**config.mk**
```make
export PLATFORM = sky130hd
export DESIGN_NAME = ppt_ram
export DESIGN_NICKNAME = d
export VERILOG_FILES = /design/src/hw/rtl/ppt_ram.sv
export SDC_FILE = /design/constraint.sdc
export NUM_CORES = 2
export LEC_CHECK = 0
export ABC_AREA = 0
export BUFFER_PORTS_ARGS = -buffer_cell sky130_fd_sc_hd__buf_2
export CORE_UTILIZATION = 55
export DETAILED_ROUTE_END_ITERATION = 12
export PLACE_DENSITY = 0.77
export SETUP_SLACK_MARGIN = 0.05
export SYNTH_ARGS = -nofsm -noshare
export SYNTH_HDL_FRONTEND = slang
export SYNTH_SLANG_ARGS = --single-unit
```
**constraint.sdc**
```tcl
create_clock -name clk_i -period 5.4 [get_ports clk_i]
set_clock_uncertainty 0.1 [all_clocks]
set_input_delay 1.35 -clock clk_i [delete_from_list [all_inputs] [get_ports clk_i]]
set_output_delay 1.35 -clock clk_i [all_outputs]
set_load 0.005 [all_outputs]
```
**src/hw/rtl/ppt_ram.sv**
```systemverilog
// ----------------------------------------------------------------------------
// ppt_ram: generic single-port-write, registered-read RAM
// One write and one read per cycle; read data is registered, valid in the cycle after the address.
// ----------------------------------------------------------------------------
module ppt_ram #(
  parameter int WIDTH = 33,
  parameter int DEPTH = 64
) (
  input  logic                                      clk_i,
  input  logic                                      we_i,
  input  logic [((DEPTH > 1) ? $clog2(DEPTH) : 1)-1:0] waddr_i,
  input  logic [WIDTH-1:0]                          wdata_i,
  input  logic [((DEPTH > 1) ? $clog2(DEPTH) : 1)-1:0] raddr_i,
  output logic [WIDTH-1:0]                          rdata_o
);

  logic [WIDTH-1:0] mem_q [DEPTH];
  logic [WIDTH-1:0] rdata_q;

  // write port and registered read port
  always_ff @(posedge clk_i) begin
    if (we_i) begin
      mem_q[waddr_i] <= wdata_i;
    end
    rdata_q <= mem_q[raddr_i];
  end

  assign rdata_o = rdata_q;

endmodule

```
==> flow_summary_export.csv <==
group,metric,value,unit
critical_path,crit_path_max_fanout,58,
placed_design,dpl.hpwl,114.8,mm
routing,first_pass_iters,8,
clock_tree,postCtsHoldBufs,0,
pwr,p_switching,7.297,mW
synthesis,yosys_warnings,0,
sta,fin_crit_sh,64.97,%
pwr,power.share.combinational,4.8,%
placed_design,gp_congestion,0.8540,
critical_path,endpoint_kind,"flip-flop",
critical_path,cpPeakStageDelay,760,ps
layout,area_delta_synth_final,13.09,%
sta,max_freq,0.2850,GHz
routing,ant_nets,0,
sta,slew_headroom,14.40,%
routing,num_vias,40530,
pwr,total_power,34.62,mW
routing,wire_per_inst,34.03,um
layout,final_common_cell,"edfxtp_1",
floorplan,rows,140,
routing,routed_wl,202.8,mm
pwr,power.static_leakage,28.78,nW
synthesis,synthesis.nets,3645,
synthesis,ys_types,46,
layout,fin_nets,3919,
critical_path,required,6020,ps
routing,drc,0,
critical_path,cp_top_family,"buffers and inverters",
clock_tree,cts.sinks,2145,
run,maxCapViolCount,0,
placed_design,io_buffers,79,
critical_path,path_class,"primary input to flip-flop",
clock_tree,post-cts-setup-buffers,0,
synthesis,avgSynthCellArea,22.57,um^2
pwr,peakVddDrop,0.0003894,V
routing,drt_iter0_drc,6025,
clock_tree,postCtsResizedCells,0,
critical_path,startpoint_type,"primary input",
sta,worstMarginPinSlew,1284,ps
synthesis,yosys_most_used_dff,"edfxtp_1",
synthesis,synth.cell_area,81190,um^2
clock_tree,clk_pin_slew,60,ps
sta,setup_ws,1892,ps
pwr,share_seq_of_total_power,53.5,%
clock_tree,clockBufferDepth,3,
floorplan,die_w,386.2,um
floorplan,pin_count,80,
clock_tree,clk_latency,830,ps
synthesis,synth_edf_count,2112,
floorplan,coreArea,146100,um^2
critical_path,crit_chain,"buf_8 -> buf_4 -> mux4_2 -> a22oi_1 -> nand4_1 -> and3_1",
layout,layout_common_cells,"edfxtp_1 (2112), mux4_2 (485), clkbuf_16 (205), buf_4 (174), nand2_1 (102)",
sta,final-hold-violation-count,0,
layout,fin_util,62.85,%
pwr,power.clock.fraction,41.7,%
hold_path,hold_path.class,"flip-flop to flip-flop",
run_status,outcome,"finished clean",
placed_design,place_ws,1010,ps
clock_tree,cts_root_buf,"clkbuf_16",
layout,antenna_cells,0,
pwr,power_density,377.0,nW/um^2
grt,antenna_found_initial,5,
critical_path,crit_buf_inv,2,
sta,fin_setup_tns,0,ps
critical_path,critical_path_arrival,4130,ps
pwr,p_int,27.32,mW
grt,grt_overflow,0,
floorplan,die_y,386.2,um
layout,multiInputGateArea,16420,um^2
grt,grt_pass1_wl,291.5,mm
layout,fill_cells,9324,
pwr,switching_share,21.08,%
floorplan,start_util,55.58,%
critical_path,crit_path_top_delay_cell,"buf_4",
grt,grt_pass1_vias,40980,
floorplan,dieArea,149200,um^2
synthesis,synth-async-reset-ratio,0,%
clock_tree,htreeDepth,4,
clock_tree,cts_tree,"built",
sta,setup_viol,0,
sta,fin_crit,3508,ps
layout,drive_gt1_share,28.59,%
sta,drv_slew,0,
grt,grt_max_degree,91,
routing,viasPerCell,6.799,
sta,grt_setup_unrepaired,"false",
clock_tree,numCtsBuffers,203,
grt,grt_usage,27.74,%
synthesis,synth-seq-area-share,78.92,%
layout,final-seq-area,64080,um^2
synthesis,synth_cells,3598,
synthesis,ys_seq_elements,2145,
-- synthesized netlist by cell type, drive strengths merged, types with 2 or more instances --
| cell | n | area share [%] |
|---|---|---|
| a31oi | 4 | 0.031 |
| a22oi | 77 | 0.71 |
| nor2b | 23 | 0.18 |
| o21ai | 13 | 0.080 |
| dfxtp | 33 | 0.81 |
| mux2 | 6 | 0.083 |
| o22ai | 59 | 0.45 |
| clkbuf | 82 | 0.38 |
| nand2b | 5 | 0.039 |
| a211o | 8 | 0.086 |
| nor3 | 5 | 0.031 |
| mux4 | 485 | 13 |
| nand4 | 41 | 0.32 |
| or3 | 3 | 0.023 |
| or3b | 3 | 0.032 |
| a221oi | 8 | 0.086 |
| o221a | 8 | 0.11 |
| and3 | 19 | 0.15 |
| inv | 2 | 0.0092 |
| nor2 | 71 | 0.33 |
| o211ai | 8 | 0.074 |
| edfxtp | 2112 | 78 |
| a211oi | 29 | 0.33 |
| nand2 | 102 | 0.47 |
| nand3b | 2 | 0.018 |
| nand3 | 86 | 0.53 |
| and2 | 12 | 0.092 |
| mux2i | 96 | 1.2 |
| and4b | 4 | 0.049 |
| a21oi | 17 | 0.10 |
| o221ai | 46 | 0.50 |
| buf | 122 | 1.1 |
-- cell families (layout without fill, tap and decap cells) --
family | count (synthesis) | count (layout) | share of synthesized area [%]
flip-flops | 2145 | 2145 | 78.92
multiplexers | 587 | 587 | 14.72
AND/OR/NAND/NOR | 378 | 378 | 2.273
AO/OA/AOI/OAI | 281 | 281 | 2.609
buffers and inverters | 207 | 653 | 1.473
-- tightest hold or removal path, cell delays in order (launching register included) --
cell and delay [ps]:
edfxtp_1 320, mux4_2 220, a22oi_1 60, nand4_1 80
and3_1 140
-- area by class of cell --
type	instances	area share, %
inverters	3	0.01226
flip-flops and latches	2145	69.79
clock inverters	104	1.281
well taps	1917	2.612
multi-input cells	1246	17.89
clock buffers	273	6.083
repair buffers	273	2.338
-- sequential cells by signal, summed over array words and instances, names as in the netlist --
| name | flops |
|---|---|
| rdata_o | 33 |
| mem_q | 2112 |
-- stage by stage --
step	hold slack [ps]	cells	area [um^2]
CTS	745.6	5961	91820
global placement	705.2	5584	85060
finish	741.2	5961	91820
detailed placement	715.5	5584	85060
floorplan	576.5	3598	81190
global route	777.1	5961	91820
-- power by group through the flow --
stage          registers, mW  clock network, mW  logic, mW
6_report                18.5               14.4       1.67
3_5_place_dp            18.9                  0       1.65
2_1_floorplan           18.8                  0      0.886
4_1_cts                 18.5               14.5       1.67
5_1_grt                 18.5               15.1       1.74
3_3_place_gp            18.9                  0       1.61
-- path summary, 6_finish.rpt --
| kind | to | slack (ps) | start | cells past startpoint |
|---|---|---|---|---|
| hold / removal | rdata_o[7] | 740 | mem_q[22][7] | 4 |
| setup / recovery | rdata_o[20] | 1890 | raddr_i[1] | 6 |
| setup reg to reg | rdata_o[14] | 3210 | mem_q[40][14] | 6 |
| hold reg to reg | rdata_o[7] | 740 | mem_q[22][7] | 4 |
-- metal layers --
| metal | vias to the layer above | wire, um | GRT usage (%) | share of wire [%] |
|---|---|---|---|---|
| met2 | 3001 | 97370 | 43.67 | 48 |
| met3 | 476 | 23160 | 4.986 | 11 |
| met4 | 4 | 9404 | 12.10 | 4.6 |
| li1 | 15900 | - | - | - |
| met1 | 21150 | 72880 | 38.60 | 36 |
| met5 | - | 27 | 0 | 0.013 |
No activity file was read; power rests on OpenSTA's default activity.
