==> src/hw/rtl/ppt_pkg.sv <==
// ----------------------------------------------------------------------------
// ppt_pkg: shared types for the pocket perceptron trainer
// Beat payloads, sample record, opcodes, register indexes and sequencer states.
// ----------------------------------------------------------------------------
package ppt_pkg;

  // operation codes of an input beat
  typedef enum logic {
    OP_STORE = 1'b0,
    OP_TRAIN = 1'b1
  } ppt_op_e;

  // configuration register indexes
  typedef enum logic [1:0] {
    CFG_EPOCH_LIMIT = 2'd0,
    CFG_INIT_BIAS   = 2'd1,
    CFG_INIT_W1     = 2'd2,
    CFG_INIT_W2     = 2'd3
  } ppt_cfg_e;

  // sequencer states
  typedef enum logic [1:0] {
    ST_IDLE,
    ST_MUL,
    ST_ACC,
    ST_DONE
  } ppt_state_e;

  // kind of pass over the stored samples
  typedef enum logic [1:0] {
    PASS_INIT,
    PASS_TRAIN,
    PASS_CHECK
  } ppt_pass_e;

  // input beat
  typedef struct packed {
    logic               operation;
    logic signed [15:0] feature_one;
    logic signed [15:0] feature_two;
    logic               label_positive;
  } ppt_in_t;

  // result beat
  typedef struct packed {
    logic signed [31:0] bias_weight;
    logic signed [31:0] weight_one;
    logic signed [31:0] weight_two;
    logic [6:0]         error_count;
  } ppt_out_t;

  // one stored sample
  typedef struct packed {
    logic signed [15:0] f1;
    logic signed [15:0] f2;
    logic               pos;
  } ppt_sample_t;

  // reset values of the configuration registers
  localparam logic [15:0] EPOCH_LIMIT_RST = 16'd100;
  localparam logic [31:0] INIT_BIAS_RST   = 32'd0;
  localparam logic [31:0] INIT_W_RST      = 32'd4096;

  // saturation point of the reported error count
  localparam logic [6:0] ERR_CNT_MAX = 7'd127;

endpackage

==> src/hw/rtl/ppt_eval.sv <==
// ----------------------------------------------------------------------------
// ppt_eval: score and update datapath
// Registers the two feature products, then forms the exact score sign and the
// saturated candidate weights for a misclassified sample.
// ----------------------------------------------------------------------------
module ppt_eval #(
  parameter int WEIGHT_WIDTH = 32
) (
  input  logic                           clk_i,
  input  logic                           ld_i,
  input  ppt_pkg::ppt_sample_t           smp_i,
  input  logic signed [WEIGHT_WIDTH-1:0] w0_i,
  input  logic signed [WEIGHT_WIDTH-1:0] w1_i,
  input  logic signed [WEIGHT_WIDTH-1:0] w2_i,
  output logic                           mis_o,
  output logic signed [WEIGHT_WIDTH-1:0] w0_o,
  output logic signed [WEIGHT_WIDTH-1:0] w1_o,
  output logic signed [WEIGHT_WIDTH-1:0] w2_o
);

  localparam int W  = WEIGHT_WIDTH;
  localparam int PW = W + 16;
  localparam int SW = W + 18;

  logic signed [PW-1:0] p1_q, p2_q;
  logic signed [15:0]   x1_q, x2_q;
  logic                 pos_q;

  logic signed [SW-1:0] t0, t1, t2, score;
  logic                 neg, zero;
  logic signed [W:0]    d0, d1, d2;

  // add with saturation to the weight range
  function automatic logic signed [W-1:0] sat_add(input logic signed [W-1:0] w,
                                                  input logic signed [W:0]   d);
    logic signed [W:0] s;
    logic signed [W-1:0] r;
    s = {w[W-1], w} + d;
    if (s[W] != s[W-1]) begin
      r = s[W] ? {1'b1, {(W-1){1'b0}}} : {1'b0, {(W-1){1'b1}}};
    end else begin
      r = s[W-1:0];
    end
    return r;
  endfunction

  // product stage
  always_ff @(posedge clk_i) begin
    if (ld_i) begin
      p1_q  <= PW'(w1_i) * PW'(smp_i.f1);
      p2_q  <= PW'(w2_i) * PW'(smp_i.f2);
      x1_q  <= smp_i.f1;
      x2_q  <= smp_i.f2;
      pos_q <= smp_i.pos;
    end
  end

  // exact score, only its sign matters
  always_comb begin
    t0    = {{6{w0_i[W-1]}}, w0_i, 12'b0};
    t1    = {{2{p1_q[PW-1]}}, p1_q};
    t2    = {{2{p2_q[PW-1]}}, p2_q};
    score = t0 + t1 + t2;
    neg   = score[SW-1];
    zero  = (score == '0);
    mis_o = pos_q ? neg : (!neg && !zero);
  end

  // candidate weights, moved toward the label
  always_comb begin
    d0 = pos_q ? (W+1)'(4096) : -(W+1)'(4096);
    d1 = {{(W-15){x1_q[15]}}, x1_q};
    d2 = {{(W-15){x2_q[15]}}, x2_q};
    if (!pos_q) begin
      d1 = -d1;
      d2 = -d2;
    end
    w0_o = sat_add(w0_i, d0);
    w1_o = sat_add(w1_i, d1);
    w2_o = sat_add(w2_i, d2);
  end

endmodule

==> config.mk <==
export PLATFORM = sky130hd
export DESIGN_NAME = ppt_eval
export DESIGN_NICKNAME = d
export VERILOG_FILES = /design/src/hw/rtl/ppt_pkg.sv /design/src/hw/rtl/ppt_eval.sv
export SDC_FILE = /design/constraint.sdc
export NUM_CORES = 2
export LEC_CHECK = 0
export ABC_CLOCK_PERIOD_IN_PS = 9500
export BUFFER_PORTS_ARGS = -buffer_cell sky130_fd_sc_hd__buf_2
export CELL_PAD_IN_SITES_DETAIL_PLACEMENT = 2
export CELL_PAD_IN_SITES_GLOBAL_PLACEMENT = 2
export CORE_MARGIN = 5
export CORE_UTILIZATION = 29
export CTS_CLUSTER_DIAMETER = 40
export DETAILED_ROUTE_END_ITERATION = 16
export GPL_TIMING_DRIVEN = 0
export MAX_ROUTING_LAYER = met4
export PLACE_DENSITY = 0.65
export SLEW_MARGIN = 20
export SYNTH_ARGS = -nofsm -noshare
export SYNTH_HDL_FRONTEND = slang
export SYNTH_SLANG_ARGS = --single-unit
==> constraint.sdc <==
create_clock -name clk_i -period 9.5 [get_ports clk_i]
set_input_delay 1.9 -clock clk_i [delete_from_list [all_inputs] [get_ports clk_i]]
set_output_delay 1.9 -clock clk_i [all_outputs]
set_load 0.1 [all_outputs]
==> run summary <==
* **outcome** completed
* **placed cells** 7,915
* **Worst Hold Launch** smp_i[0]
* **post-route fraction of the period consumed by the critical path** 97.0%
* **WP data required** 9740 ps
* **row count** 150
* **placer congestion estimate** 0.894
* **total overflow reported by the global router** 0
* **unrepaired setup endpoints after global routing** no
* **number of antenna-violating nets in the routed design** 0
* **number of maximum-capacitance constraint violations** 0
* **sum of net half-perimeters after detailed placement** 171,000 um
* **number of top-level pins** 228
* **number of optimization iterations in the first detailed-route pass** 5
* **Finished Core Util** 31.9%
* **number of hold-repair buffers added at the cts stage** 0
* **post-synthesis net count** 7,000
* **area share of the leading cell type in the synthesized netlist** 41.7%
* **post-route minimum period** 9210 ps
* **element type at the critical path end** flop
* **Mapped Cells** 5,480
* **number of standard cells in the layout, taps in and fillers out** 7,948
* **Core Area** 167,000 um^2
* **initial detailed-routing violation count** 1,688
* **vias in the first global route** 44,700
* **Clock Tree Buf Depth** 2
* **#FFs+latches synth** 129
* **cell type contributing the most total cell area after synthesis** sky130_fd_sc_hd__fa_1
* **Most used DFF post-synth** sky130_fd_sc_hd__edfxtp_1
* **Pins Over Slew Limit** 0
* **met1 capacity usage during global routing** 28.7%
* **Net count, final** 7,248
* **global routing met2 resource utilization** 41.4%
* **final sum of negative setup slack** 0 ps
* **category of the most critical setup path** in -> reg
* **sequential cell area fraction in the yosys report** 7.97%
* **maximum achievable frequency** 109 MHz
* **worst-margin pin slew** 1010 ps
* **cell chosen for the clock root** sky130_fd_sc_hd__clkbuf_16
* **proportion of register bits with asynchronous set or reset after synthesis** 0%
* **drt total wl** 195,000 um
* **clock sink count** 129
* **layer with the highest usage** met2
* **Die Y** 419 um
* **Clk pin slew, worst setup/hold paths** 60 ps
* **cell types occupying the most area after synthesis** sky130_fd_sc_hd__fa_1 42%, sky130_fd_sc_hd__ha_1 9.7%, sky130_fd_sc_hd__inv_1 9.1%, sky130_fd_sc_hd__edfxtp_1 8.0%, sky130_fd_sc_hd__nand2_1 5.4%
* **met3 global-route usage** 1.51%
* **syn_area_per_cell** 8.87 um^2
* **DR WL/cell** 24.6 um
* **number of warnings issued by yosys** 0
* **ratio of cells with drive above 1 in the final layout** 5.87%
* **largest fanout on the critical path** 10
* **Worst Setup SP** smp_i[6]
* **area of the die** 176,000 um^2
* **endpoint of the worst setup timing path** p2_q[46]
* **number of antenna violations at the first check in global routing** 6
* **number of enable-type register cells in the synthesized netlist** 129
* **horizontal die dimension** 419 um
* **TritonCTS clock tree** done
* **Via-to-Cell Ratio** 4.90
* **Min-Delay Path Class** in -> reg
* **final critical-path setup slack** 287 ps
* **clock buffers created by TritonCTS** 17
* **crit path launch type** primary input
* **library cells used by synthesis** 82
* **area of the mapped netlist** 48,600 um^2
* **Port Buffers** 227
* **number of H-tree levels** 4
* **count of unresolved DRC violations after routing** 0
* **final hold viol count** 0
* **Initial Util** 29.1%
* **Tot GR Track Use** 23.2%
* **vias after detailed routing** 39,000
* **Placement Setup Slack** -1130 ps
* **arrival time worst endpoint** 9450 ps
* **maximum number of pins on one net before global-route repair** 74
* **first-pass GRT wire length** 294,000 um
* **count of final setup violators** 0
* **max-slew headroom at the worst pin** 31.6%
* **area added between synthesis and finish** 9.60%
==> area by class of cell <==
class / instances / area [um^2]
fillers: 18900 / 114000
multi-input cells: 3954 / 39500
inverters: 1175 / 4410
flip-flops and latches: 129 / 3870
well taps: 2204 / 2760
repair buffers: 232 / 1250
plain buffers: 219 / 888
clock buffers: 17 / 425
clock inverters: 14 / 139
diodes: 4 / 10.0
==> critical path, cell delays in order <==
cell	delay, ps
sky130_fd_sc_hd__buf_2	190
sky130_fd_sc_hd__clkbuf_1	550
sky130_fd_sc_hd__and2_1	250
sky130_fd_sc_hd__fa_1	440
sky130_fd_sc_hd__inv_1	80
sky130_fd_sc_hd__fa_1	450
sky130_fd_sc_hd__fa_1	550
sky130_fd_sc_hd__inv_1	60
sky130_fd_sc_hd__fa_1	510
sky130_fd_sc_hd__fa_1	490
sky130_fd_sc_hd__inv_1	50
sky130_fd_sc_hd__fa_1	630
sky130_fd_sc_hd__inv_1	80
sky130_fd_sc_hd__ha_1	380
sky130_fd_sc_hd__nand2_1	90
sky130_fd_sc_hd__o31ai_1	280
sky130_fd_sc_hd__a31oi_1	160
sky130_fd_sc_hd__a211oi_1	480
sky130_fd_sc_hd__o21ai_1	260
sky130_fd_sc_hd__a41oi_2	430
sky130_fd_sc_hd__a21oi_2	200
sky130_fd_sc_hd__a311oi_2	380
sky130_fd_sc_hd__nor4_1	80
sky130_fd_sc_hd__or3_1	440
==> worst min path at each step <==
stage	end	cells past startpoint	slack, ps
floorplan	pos_q	0	2000
global placement	pos_q	1	2080
detailed placement	pos_q	1	2080
CTS	pos_q	1	1520
global route	pos_q	1	1540
finish	pos_q	1	1560
==> synth_stat cells (18+ instances only) <==
master                        n
sky130_fd_sc_hd__a211oi_1    30
sky130_fd_sc_hd__a21o_1      97
sky130_fd_sc_hd__a21oi_1    258
sky130_fd_sc_hd__a31oi_1     28
sky130_fd_sc_hd__and2_1     419
sky130_fd_sc_hd__and3_1      31
sky130_fd_sc_hd__clkbuf_1   206
sky130_fd_sc_hd__edfxtp_1   129
sky130_fd_sc_hd__fa_1      1012
sky130_fd_sc_hd__ha_1       377
sky130_fd_sc_hd__inv_1     1173
sky130_fd_sc_hd__nand2_1    700
sky130_fd_sc_hd__nand2b_1    40
sky130_fd_sc_hd__nand3_1     40
sky130_fd_sc_hd__nand4_1     28
sky130_fd_sc_hd__nor2_1     180
sky130_fd_sc_hd__nor3_1      49
sky130_fd_sc_hd__o211ai_1    18
sky130_fd_sc_hd__o21a_1      26
sky130_fd_sc_hd__o21ai_0    121
sky130_fd_sc_hd__o21ai_1     33
sky130_fd_sc_hd__o21bai_1    26
sky130_fd_sc_hd__xnor2_1    137
sky130_fd_sc_hd__xor2_1      86
==> metrics by stage <==
stage	instance area (um^2)	hold WS, ps
6_report	53300	1560
5_1_grt	53300	1540
4_1_cts	53200	1520
3_5_place_dp	52600	2080
3_3_place_gp	52500	2080
2_1_floorplan	48600	2000
==> logic make-up (layout without fill, tap and decap cells) <==
logic type	Yosys count	count (layout)	share of synthesized area [%]
other	0	4	0
and+or+nand+nor	1572	1572	15.7
xor gates and xnor gates	223	223	4.02
muxes	12	12	0.265
buffers and inverters	1397	1657	10.8
DFF	129	129	7.97
adders and majority gates	1405	1405	51.7
AOI/OAI and AO/OA	742	742	9.52
==> cells in the final DEF, fill, tap and decap left out, types with 7 or more instances in the layout <==
master / count
sky130_fd_sc_hd__nor3_1: 48
sky130_fd_sc_hd__a221oi_1: 8
sky130_fd_sc_hd__nand3b_1: 10
sky130_fd_sc_hd__nor2_1: 180
sky130_fd_sc_hd__fa_1: 1012
sky130_fd_sc_hd__nor2b_1: 15
sky130_fd_sc_hd__a22oi_1: 7
sky130_fd_sc_hd__clkbuf_2: 32
sky130_fd_sc_hd__and2_1: 419
sky130_fd_sc_hd__xnor2_1: 137
sky130_fd_sc_hd__ha_1: 377
sky130_fd_sc_hd__inv_1: 1173
sky130_fd_sc_hd__a21o_1: 97
sky130_fd_sc_hd__nand4_1: 28
sky130_fd_sc_hd__nand2b_1: 40
sky130_fd_sc_hd__a31oi_1: 27
sky130_fd_sc_hd__o21ai_0: 121
sky130_fd_sc_hd__a211o_1: 7
sky130_fd_sc_hd__nand3_1: 40
sky130_fd_sc_hd__o21ai_1: 33
sky130_fd_sc_hd__o31ai_1: 9
sky130_fd_sc_hd__edfxtp_1: 129
sky130_fd_sc_hd__xor2_1: 86
sky130_fd_sc_hd__nor4_1: 9
sky130_fd_sc_hd__and3_1: 31
sky130_fd_sc_hd__o21bai_1: 26
sky130_fd_sc_hd__o211ai_1: 18
sky130_fd_sc_hd__nand2_1: 699
sky130_fd_sc_hd__a211oi_1: 29
sky130_fd_sc_hd__a21oi_1: 257
sky130_fd_sc_hd__nor3b_1: 11
sky130_fd_sc_hd__o21a_1: 26
sky130_fd_sc_hd__maj3_1: 15
sky130_fd_sc_hd__clkbuf_1: 171
sky130_fd_sc_hd__buf_2: 239
sky130_fd_sc_hd__clkbuf_16: 17
==> routing by layer <==
| metal | vias up | wire (um) |
|---|---|---|
| met5 | - | 0 |
| met2 | 546 | 101000 |
| met1 | 20800 | 83800 |
| met4 | 0 | 5640 |
| met3 | 148 | 4630 |
| li1 | 17400 | - |
==> registers in the layout, indices dropped and copies added, names as in the netlist <==
register,flops
p1_q,48
p2_q,48
pos_q,1
x1_q,16
x2_q,16
==> what timing repair did <==
| action | CTS | global route |
|---|---|---|
| cloned | 0 | 0 |
| resized for setup | 23 | 28 |
| pin swaps | 0 | 0 |
| buffers inserted | 1 | 0 |
| endpoints found under the setup margin | 38 | 21 |
Power is left out: the tool's default activity adds up to more than one toggle a clock period on the data nets, which glitch-free logic cannot reach.
